$ cat src/rtl/sorted_descending_priority_queue_unit_assert.svh
// ---------------------------------------------------------------------------
// Assertion macros for the sorted descending priority queue unit
// Concurrent checks clocked by i_clk, off while i_rst_n is low.
// ---------------------------------------------------------------------------
`ifndef SORTED_DESCENDING_PRIORITY_QUEUE_UNIT_ASSERT_SVH
`define SORTED_DESCENDING_PRIORITY_QUEUE_UNIT_ASSERT_SVH

// same-cycle implication
`define SDPQ_ASSERT_SAME(label, ante, cons) \
    label: assert property (@(posedge i_clk) disable iff (!i_rst_n) \
        (ante) |-> (cons)) else $error("sdpq assertion failed");

// next-cycle implication
`define SDPQ_ASSERT_NEXT(label, ante, cons) \
    label: assert property (@(posedge i_clk) disable iff (!i_rst_n) \
        (ante) |=> (cons)) else $error("sdpq assertion failed");

`endif

$ cat src/rtl/sdpq_pkg.sv
// ---------------------------------------------------------------------------
// sdpq_pkg
// Command and status codes and the cell control group of the queue.
// ---------------------------------------------------------------------------
package sdpq_pkg;

    localparam int CMD_BITS    = 2;
    localparam int STATUS_BITS = 2;
    localparam int IO_BITS     = 32;

    localparam logic [CMD_BITS-1:0] CMD_INSERT = 2'd0;
    localparam logic [CMD_BITS-1:0] CMD_REMOVE = 2'd1;
    localparam logic [CMD_BITS-1:0] CMD_DRAIN  = 2'd2;

    localparam logic [STATUS_BITS-1:0] STATUS_OK    = 2'd0;
    localparam logic [STATUS_BITS-1:0] STATUS_FULL  = 2'd1;
    localparam logic [STATUS_BITS-1:0] STATUS_EMPTY = 2'd2;

    typedef struct packed {
        logic do_insert;
        logic do_pop;
    } t_cell_ctrl;

endpackage

$ cat src/rtl/sdpq_cell.sv
// ---------------------------------------------------------------------------
// sdpq_cell
// One slot of the sorted chain: compares the broadcast insert value with
// its own entry, shifts toward the tail on insert and toward the head on pop.
// ---------------------------------------------------------------------------
module sdpq_cell #(
    parameter int VALUE_BITS = 32
) (
    input  logic                    i_clk,
    input  sdpq_pkg::t_cell_ctrl    i_ctrl,
    input  logic [VALUE_BITS-1:0]   i_ins,
    input  logic                    i_occ,
    input  logic [VALUE_BITS-1:0]   i_left_val,
    input  logic                    i_left_gt,
    input  logic [VALUE_BITS-1:0]   i_right_val,
    output logic [VALUE_BITS-1:0]   o_val,
    output logic                    o_gt
);
    import sdpq_pkg::*;

    logic [VALUE_BITS-1:0] r_val;
    logic [VALUE_BITS-1:0] n_val;

    assign o_gt  = !i_occ || ($signed(i_ins) > $signed(r_val));
    assign o_val = r_val;

    always_comb begin
        n_val = r_val;
        if (i_ctrl.do_insert && o_gt) begin
            n_val = i_left_gt ? i_left_val : i_ins;
        end else if (i_ctrl.do_pop) begin
            n_val = i_right_val;
        end
    end

    always_ff @(posedge i_clk) begin
        r_val <= n_val;
    end

endmodule

$ cat src/rtl/sorted_descending_priority_queue_unit.sv
// ---------------------------------------------------------------------------
// sorted_descending_priority_queue_unit
// Bounded priority queue held as a chain of sorted cells, largest at the
// head; inserts keep ties in arrival order, remove and drain pop the head.
//
//   beat     direction  handshake           payload
//   command  in         start && !busy      i_cmd, i_value
//   result   out        o_strobe (1 cycle)  o_out_value, o_status, o_last,
//                                           o_count, o_is_empty
//
// Insert and remove results show the cycle after the beat and busy stays
// low, so a command may enter every cycle.
// Drain of N values gives N results back to back; busy stays high while
// pops remain after the beat, set by the one-pop-per-cycle chain shift.
// Reset clears the fill count and the control flags; cell contents are
// not reset. The receiver cannot stall results.
// ---------------------------------------------------------------------------
module sorted_descending_priority_queue_unit #(
    parameter int CAPACITY   = 16,
    parameter int VALUE_BITS = 32
) (
    input  logic                               i_clk,
    input  logic                               i_rst_n,
    input  logic                               start,
    output logic                               busy,
    input  logic [sdpq_pkg::CMD_BITS-1:0]      i_cmd,
    input  logic signed [sdpq_pkg::IO_BITS-1:0] i_value,
    output logic                               o_strobe,
    output logic signed [sdpq_pkg::IO_BITS-1:0] o_out_value,
    output logic [sdpq_pkg::STATUS_BITS-1:0]   o_status,
    output logic                               o_last,
    output logic [$clog2(CAPACITY+1)-1:0]      o_count,
    output logic                               o_is_empty
);
    import sdpq_pkg::*;

`include "sorted_descending_priority_queue_unit_assert.svh"

    localparam int COUNT_BITS = $clog2(CAPACITY + 1);
    localparam int EXT_BITS   = (VALUE_BITS > IO_BITS) ? VALUE_BITS : IO_BITS;
    localparam logic [COUNT_BITS-1:0] FILL_MAX = COUNT_BITS'(CAPACITY);
    localparam logic [COUNT_BITS-1:0] FILL_ONE = COUNT_BITS'(1);

    logic [COUNT_BITS-1:0] r_fill, n_fill;
    logic                  r_busy, n_busy;
    logic                  r_strobe, n_strobe;
    logic [IO_BITS-1:0]    r_out_value, n_out_value;
    logic [STATUS_BITS-1:0] r_status, n_status;
    logic                  r_last, n_last;
    logic [COUNT_BITS-1:0] r_count;
    logic                  r_is_empty;

    logic                  accept;
    logic                  fill_zero;
    logic                  fill_full;
    logic [EXT_BITS-1:0]   ins_ext;
    logic [VALUE_BITS-1:0] ins;
    logic [EXT_BITS-1:0]   head_ext;
    t_cell_ctrl            ctrl;

    logic [VALUE_BITS-1:0] w_val       [CAPACITY];
    logic                  w_gt        [CAPACITY];
    logic                  w_occ       [CAPACITY];
    logic [VALUE_BITS-1:0] w_left_val  [CAPACITY];
    logic                  w_left_gt   [CAPACITY];
    logic [VALUE_BITS-1:0] w_right_val [CAPACITY];

    assign accept    = start && !r_busy;
    assign fill_zero = (r_fill == '0);
    assign fill_full = (r_fill == FILL_MAX);
    assign ins_ext   = EXT_BITS'(i_value);
    assign ins       = ins_ext[VALUE_BITS-1:0];
    assign head_ext  = EXT_BITS'(w_val[0]);

    assign ctrl.do_insert = accept && (i_cmd == CMD_INSERT) && !fill_full;
    assign ctrl.do_pop    = r_busy || (accept && !fill_zero &&
                            ((i_cmd == CMD_REMOVE) || (i_cmd == CMD_DRAIN)));

    always_comb begin
        for (int i = 0; i < CAPACITY; i++) begin
            w_occ[i]       = (COUNT_BITS'(i) < r_fill);
            w_left_val[i]  = (i == 0) ? ins : w_val[(i == 0) ? 0 : i - 1];
            w_left_gt[i]   = (i == 0) ? 1'b0 : w_gt[(i == 0) ? 0 : i - 1];
            w_right_val[i] = (i == CAPACITY - 1) ? w_val[i]
                           : w_val[(i == CAPACITY - 1) ? i : i + 1];
        end
    end

    for (genvar g = 0; g < CAPACITY; g++) begin : g_cell
        sdpq_cell #(
            .VALUE_BITS (VALUE_BITS)
        ) u_cell (
            .i_clk       (i_clk),
            .i_ctrl      (ctrl),
            .i_ins       (ins),
            .i_occ       (w_occ[g]),
            .i_left_val  (w_left_val[g]),
            .i_left_gt   (w_left_gt[g]),
            .i_right_val (w_right_val[g]),
            .o_val       (w_val[g]),
            .o_gt        (w_gt[g])
        );
    end

    always_comb begin
        n_fill      = r_fill;
        n_busy      = 1'b0;
        n_strobe    = 1'b0;
        n_out_value = '0;
        n_status    = STATUS_OK;
        n_last      = 1'b1;
        if (ctrl.do_pop) begin
            n_fill      = r_fill - FILL_ONE;
            n_strobe    = 1'b1;
            n_out_value = head_ext[IO_BITS-1:0];
            if (r_busy || (i_cmd == CMD_DRAIN)) begin
                n_last = (r_fill == FILL_ONE);
                n_busy = (r_fill != FILL_ONE);
            end
        end else if (accept) begin
            unique case (i_cmd)
                CMD_INSERT: begin
                    n_strobe = 1'b1;
                    if (fill_full) begin
                        n_status = STATUS_FULL;
                    end else begin
                        n_fill = r_fill + FILL_ONE;
                    end
                end
                CMD_REMOVE, CMD_DRAIN: begin
                    n_strobe = 1'b1;
                    n_status = STATUS_EMPTY;
                end
                default: begin
                    n_strobe = 1'b0;
                end
            endcase
        end
    end

    always_ff @(posedge i_clk) begin
        if (!i_rst_n) begin
            r_fill   <= '0;
            r_busy   <= 1'b0;
            r_strobe <= 1'b0;
        end else begin
            r_fill   <= n_fill;
            r_busy   <= n_busy;
            r_strobe <= n_strobe;
        end
    end

    always_ff @(posedge i_clk) begin
        r_out_value <= n_out_value;
        r_status    <= n_status;
        r_last      <= n_last;
        r_count     <= n_fill;
        r_is_empty  <= (n_fill == '0);
    end

    assign busy        = r_busy;
    assign o_strobe    = r_strobe;
    assign o_out_value = r_out_value;
    assign o_status    = r_status;
    assign o_last      = r_last;
    assign o_count     = r_count;
    assign o_is_empty  = r_is_empty;

    `SDPQ_ASSERT_SAME(a_fill_bound, 1'b1, r_fill <= FILL_MAX)
    `SDPQ_ASSERT_SAME(a_busy_nonempty, r_busy, !fill_zero)
    `SDPQ_ASSERT_SAME(a_full_count, o_strobe && (o_status == STATUS_FULL), o_count == FILL_MAX)
    `SDPQ_ASSERT_NEXT(a_remove_count,
        accept && (i_cmd == CMD_REMOVE) && !fill_zero,
        o_strobe && (o_count == COUNT_BITS'($past(r_fill) - FILL_ONE)))
    `SDPQ_ASSERT_SAME(a_head_order, (r_fill >= COUNT_BITS'(2)) && !r_busy,
        !($signed(w_val[1]) > $signed(w_val[0])))

endmodule

$ cat config.mk
export PLATFORM = sky130hd
export DESIGN_NAME = sorted_descending_priority_queue_unit
export DESIGN_NICKNAME = d
export VERILOG_FILES = /design/src/rtl/sdpq_pkg.sv /design/src/rtl/sdpq_cell.sv /design/src/rtl/sorted_descending_priority_queue_unit.sv
export VERILOG_INCLUDE_DIRS = /design/src /design/src/rtl
export SDC_FILE = /design/constraint.sdc
export NUM_CORES = 2
export LEC_CHECK = 0
export BUFFER_PORTS_ARGS = -buffer_cell sky130_fd_sc_hd__buf_2
export CORE_MARGIN = 2
export CORE_UTILIZATION = 70
export CTS_BUF_LIST = sky130_fd_sc_hd__clkbuf_8 sky130_fd_sc_hd__clkbuf_16
export CTS_CLUSTER_DIAMETER = 100
export DETAILED_ROUTE_END_ITERATION = 10
export PLACE_DENSITY = 0.89
export SLEW_MARGIN = 25
export SYNTH_ARGS = -nofsm -noshare
export SYNTH_HDL_FRONTEND = slang
export SYNTH_HIERARCHICAL = 1
export SYNTH_SLANG_ARGS = --single-unit
$ cat constraint.sdc
create_clock -name i_clk -period 8.25 [get_ports i_clk]
set_input_delay 0.4125 -clock i_clk [delete_from_list [all_inputs] [get_ports i_clk]]
set_output_delay 0.4125 -clock i_clk [all_outputs]
set_load 0.03 [all_outputs]
==> summary.md <==
| Metric | Value |
|---|---|
| Run status | complete, no violations |
| YS warnings | 6 |
| Critical path fanouts, max | 32 |
| Core footprint | around 65000 um2 |
| Post-route DRC | 0 |
| Die height | 260 um |
| Initial antenna violation count | 5 |
| RSZ-0062 raised after global routing | no |
| Crit path launch type | flop |
| Global Route Usage Sum | 31.4% |
| I/O Pins | 80 |
| Max Fclk | 0.223 GHz |
| Number of buffers added on ports | 79 |
| CP Class | reg -> reg |
| Setup Buffers After CTS | 0 |
| Synthesized area | 45900 um2 |
| Placed instance count | between 4000 and 5000 |
| Slew Limit Headroom | ~31% |
| Hold EP | o_strobe$_SDFF_PN0_ |
| Full die area | a little under 70000 um2 |
| Antenna viol nets, final | 0 |
| Period utilization | between 50 and 60% |
| Avg Inst Size Synth | between 10 and 15 um2 |
| Dpl hpwl | 77.0 mm |
| Largest net degree at the start of global routing | 52 |
| CTS hold repair buffers | 0 |
| # Max-Cap Violations | 0 |
| Synth-to-Final Area Change | 5.83% |
| Hold path start | start |
| Max IR drop VDD | 0.000221 V |
| Gpl congestion | about 0.86 |
| CTS resizes | 0 |
| TritonRoute pass-1 iters | 7 |
| WP data required | 8.50 ns |
| Final number of hold-violating endpoints | 0 |
| R2R depth | 9 |
| Starting Density | 71.0% |
| Post-synth net total | ~4400 |
| Net count reported at finish | 4468 |
| CP Data Arrival Time | about 4.7 ns |
| Vias in the first global route | 32146 |
| Routed WL | 106 mm |
| Synth Instances | approximately 3800 |
| Hold_ws | 0.114 ns |
| Worst skew pair latency | 0.62 ns |
| Max Slew Vio Count | 0 |
| Sinks on Clock Net | 560 |
| Non-Filler Instances | 4818 |
| Worst min path class | in -> reg |
| Die Span X | around 260 um |
| Filler cell count | 3878 |
| Slew of the pin with the lowest slew margin | 1.04 ns |
| Root buffer cell | clkbuf_16 |
| Hold Path Depth | 3 |
| CTS tree | built |
| H-tree lvl count | 3 |
| Final setup violation count | 0 |
| Initial DRC count | 2368 |
| Longest Clk Path Bufs | 3 |
| FP Rows | 93 |
| Total gr overflow | 0 |
| Reg-to-Reg Start | r_fill[1]$_SDFF_PN0_ |
| Reg-to-reg endpoint | g_cell[13].u_cell/o_val[6]$_DFFE_PP_ |
| Clk pin slew, worst setup/hold paths | 0.06 ns |
| Setup TNS | 0 ns |
| WL/cell | 22.1 um |
| Vias | about 30000 |
| R2R Setup Slk | 3.76 ns |
| Final min period | ~4.5 ns |
| Num CTS Buffers | 66 |
| Lkg Pwr | 21.7 nW |
| Vias per cell | 6.41 |
| P per Cell Area | 368 nW/um2 |
| CP endpoint kind | flop |
| First-pass GRT wire length | 170 mm |
| Share of cells above drive strength 1 | 33.5% |
| Clock Skew | 0.0256 ns |
-- state kept, by name, indices dropped and copies added, names as in the netlist --
register and flops:
busy 1, o_strobe 1, o_is_empty 1, o_out_value 32
g_cell.u_cell/o_val 512, o_count 5, o_status 2, o_last 1
r_fill 5
-- critical path, stage by stage (launching register included) --
cell and delay [ns]:
dfxtp_1 0.50, inv_1 0.18, ha_1 0.25, or4bb_1 0.22, nor2b_2 0.84, buf_4 0.37
inv_1 0.12, o311ai_4 0.54, buf_4 0.40, or2_2 0.66
-- worst max-delay path by stage --
stage,start,end,slack [ns],cells past startpoint
2_1_floorplan,r_fill[1]$_SDFF_PN0_,g_cell[15].u_cell/o_val[0]$_DFFE_PP_,4.22,9
3_3_place_gp,r_fill[1]$_SDFF_PN0_,g_cell[13].u_cell/o_val[4]$_DFFE_PP_,3.63,9
3_5_place_dp,r_fill[1]$_SDFF_PN0_,g_cell[13].u_cell/o_val[4]$_DFFE_PP_,3.42,9
4_1_cts,r_fill[1]$_SDFF_PN0_,g_cell[13].u_cell/o_val[4]$_DFFE_PP_,3.36,9
5_1_grt,r_fill[1]$_SDFF_PN0_,g_cell[13].u_cell/o_val[3]$_DFFE_PP_,3.57,9
6_report,r_fill[1]$_SDFF_PN0_,g_cell[13].u_cell/o_val[6]$_DFFE_PP_,3.76,9
-- placed cells by master (no fill, tap or decap), drive strengths merged, types with 16 or more instances in the layout --
master   count
o311ai      17
a21oi      259
or3         17
ha         519
o21ai      101
edfxtp     512
a2bb2oi     16
a221oi      18
or4         16
and2        39
or2         16
nor2b       17
o211ai      34
nor3        49
dfxtp       48
nand3       49
inv        586
and3        16
clkbuf      70
mux2      1008
nand2b      19
nor4        17
buf        116
nand4      128
clkinv      24
a21o        19
nand2      167
-- per-layer routing --
layer	vias up	GRT usage, %	wire [um]
li1	14358	-	-
met1	15216	38.2	43200
met2	1013	55.4	53400
met3	289	3.49	4870
met4	0	15.1	4960
met5	-	0	0
-- report_power, final --
part / total, mW / internal [mW] / switching, mW
Clock: 2.80 / 1.61 / 1.19
Sequential: 6.15 / 5.04 / 1.12
Combinational: 8.91 / 4.61 / 4.30
Total: 17.9 / 11.3 / 6.60
-- metrics by stage --
step	util, %	cell area [um2]	worst slack [ns]	power [mW]
after floorplan	-	45900	4.22	12.9
final	75.2	48600	3.76	17.9
after global placement	72.0	46500	3.63	14.2
after detailed placement	72.0	46500	3.42	14.8
after global routing	75.2	48600	3.57	18.9
after CTS	75.1	48500	3.36	17.7
-- final cells by class --
class	instances	area (um2)	share of cell area (%)
multi-input combinational	2598	26300	54.1
sequential	560	16300	33.6
inverter	570	2140	4.41
clock buffer	70	1740	3.58
tap	855	1070	2.20
timing repair buffer	116	684	1.41
clock inverter	45	280	0.577
antenna	4	10.0	0.0206
Note: power is estimated with default switching activity, not from simulation.
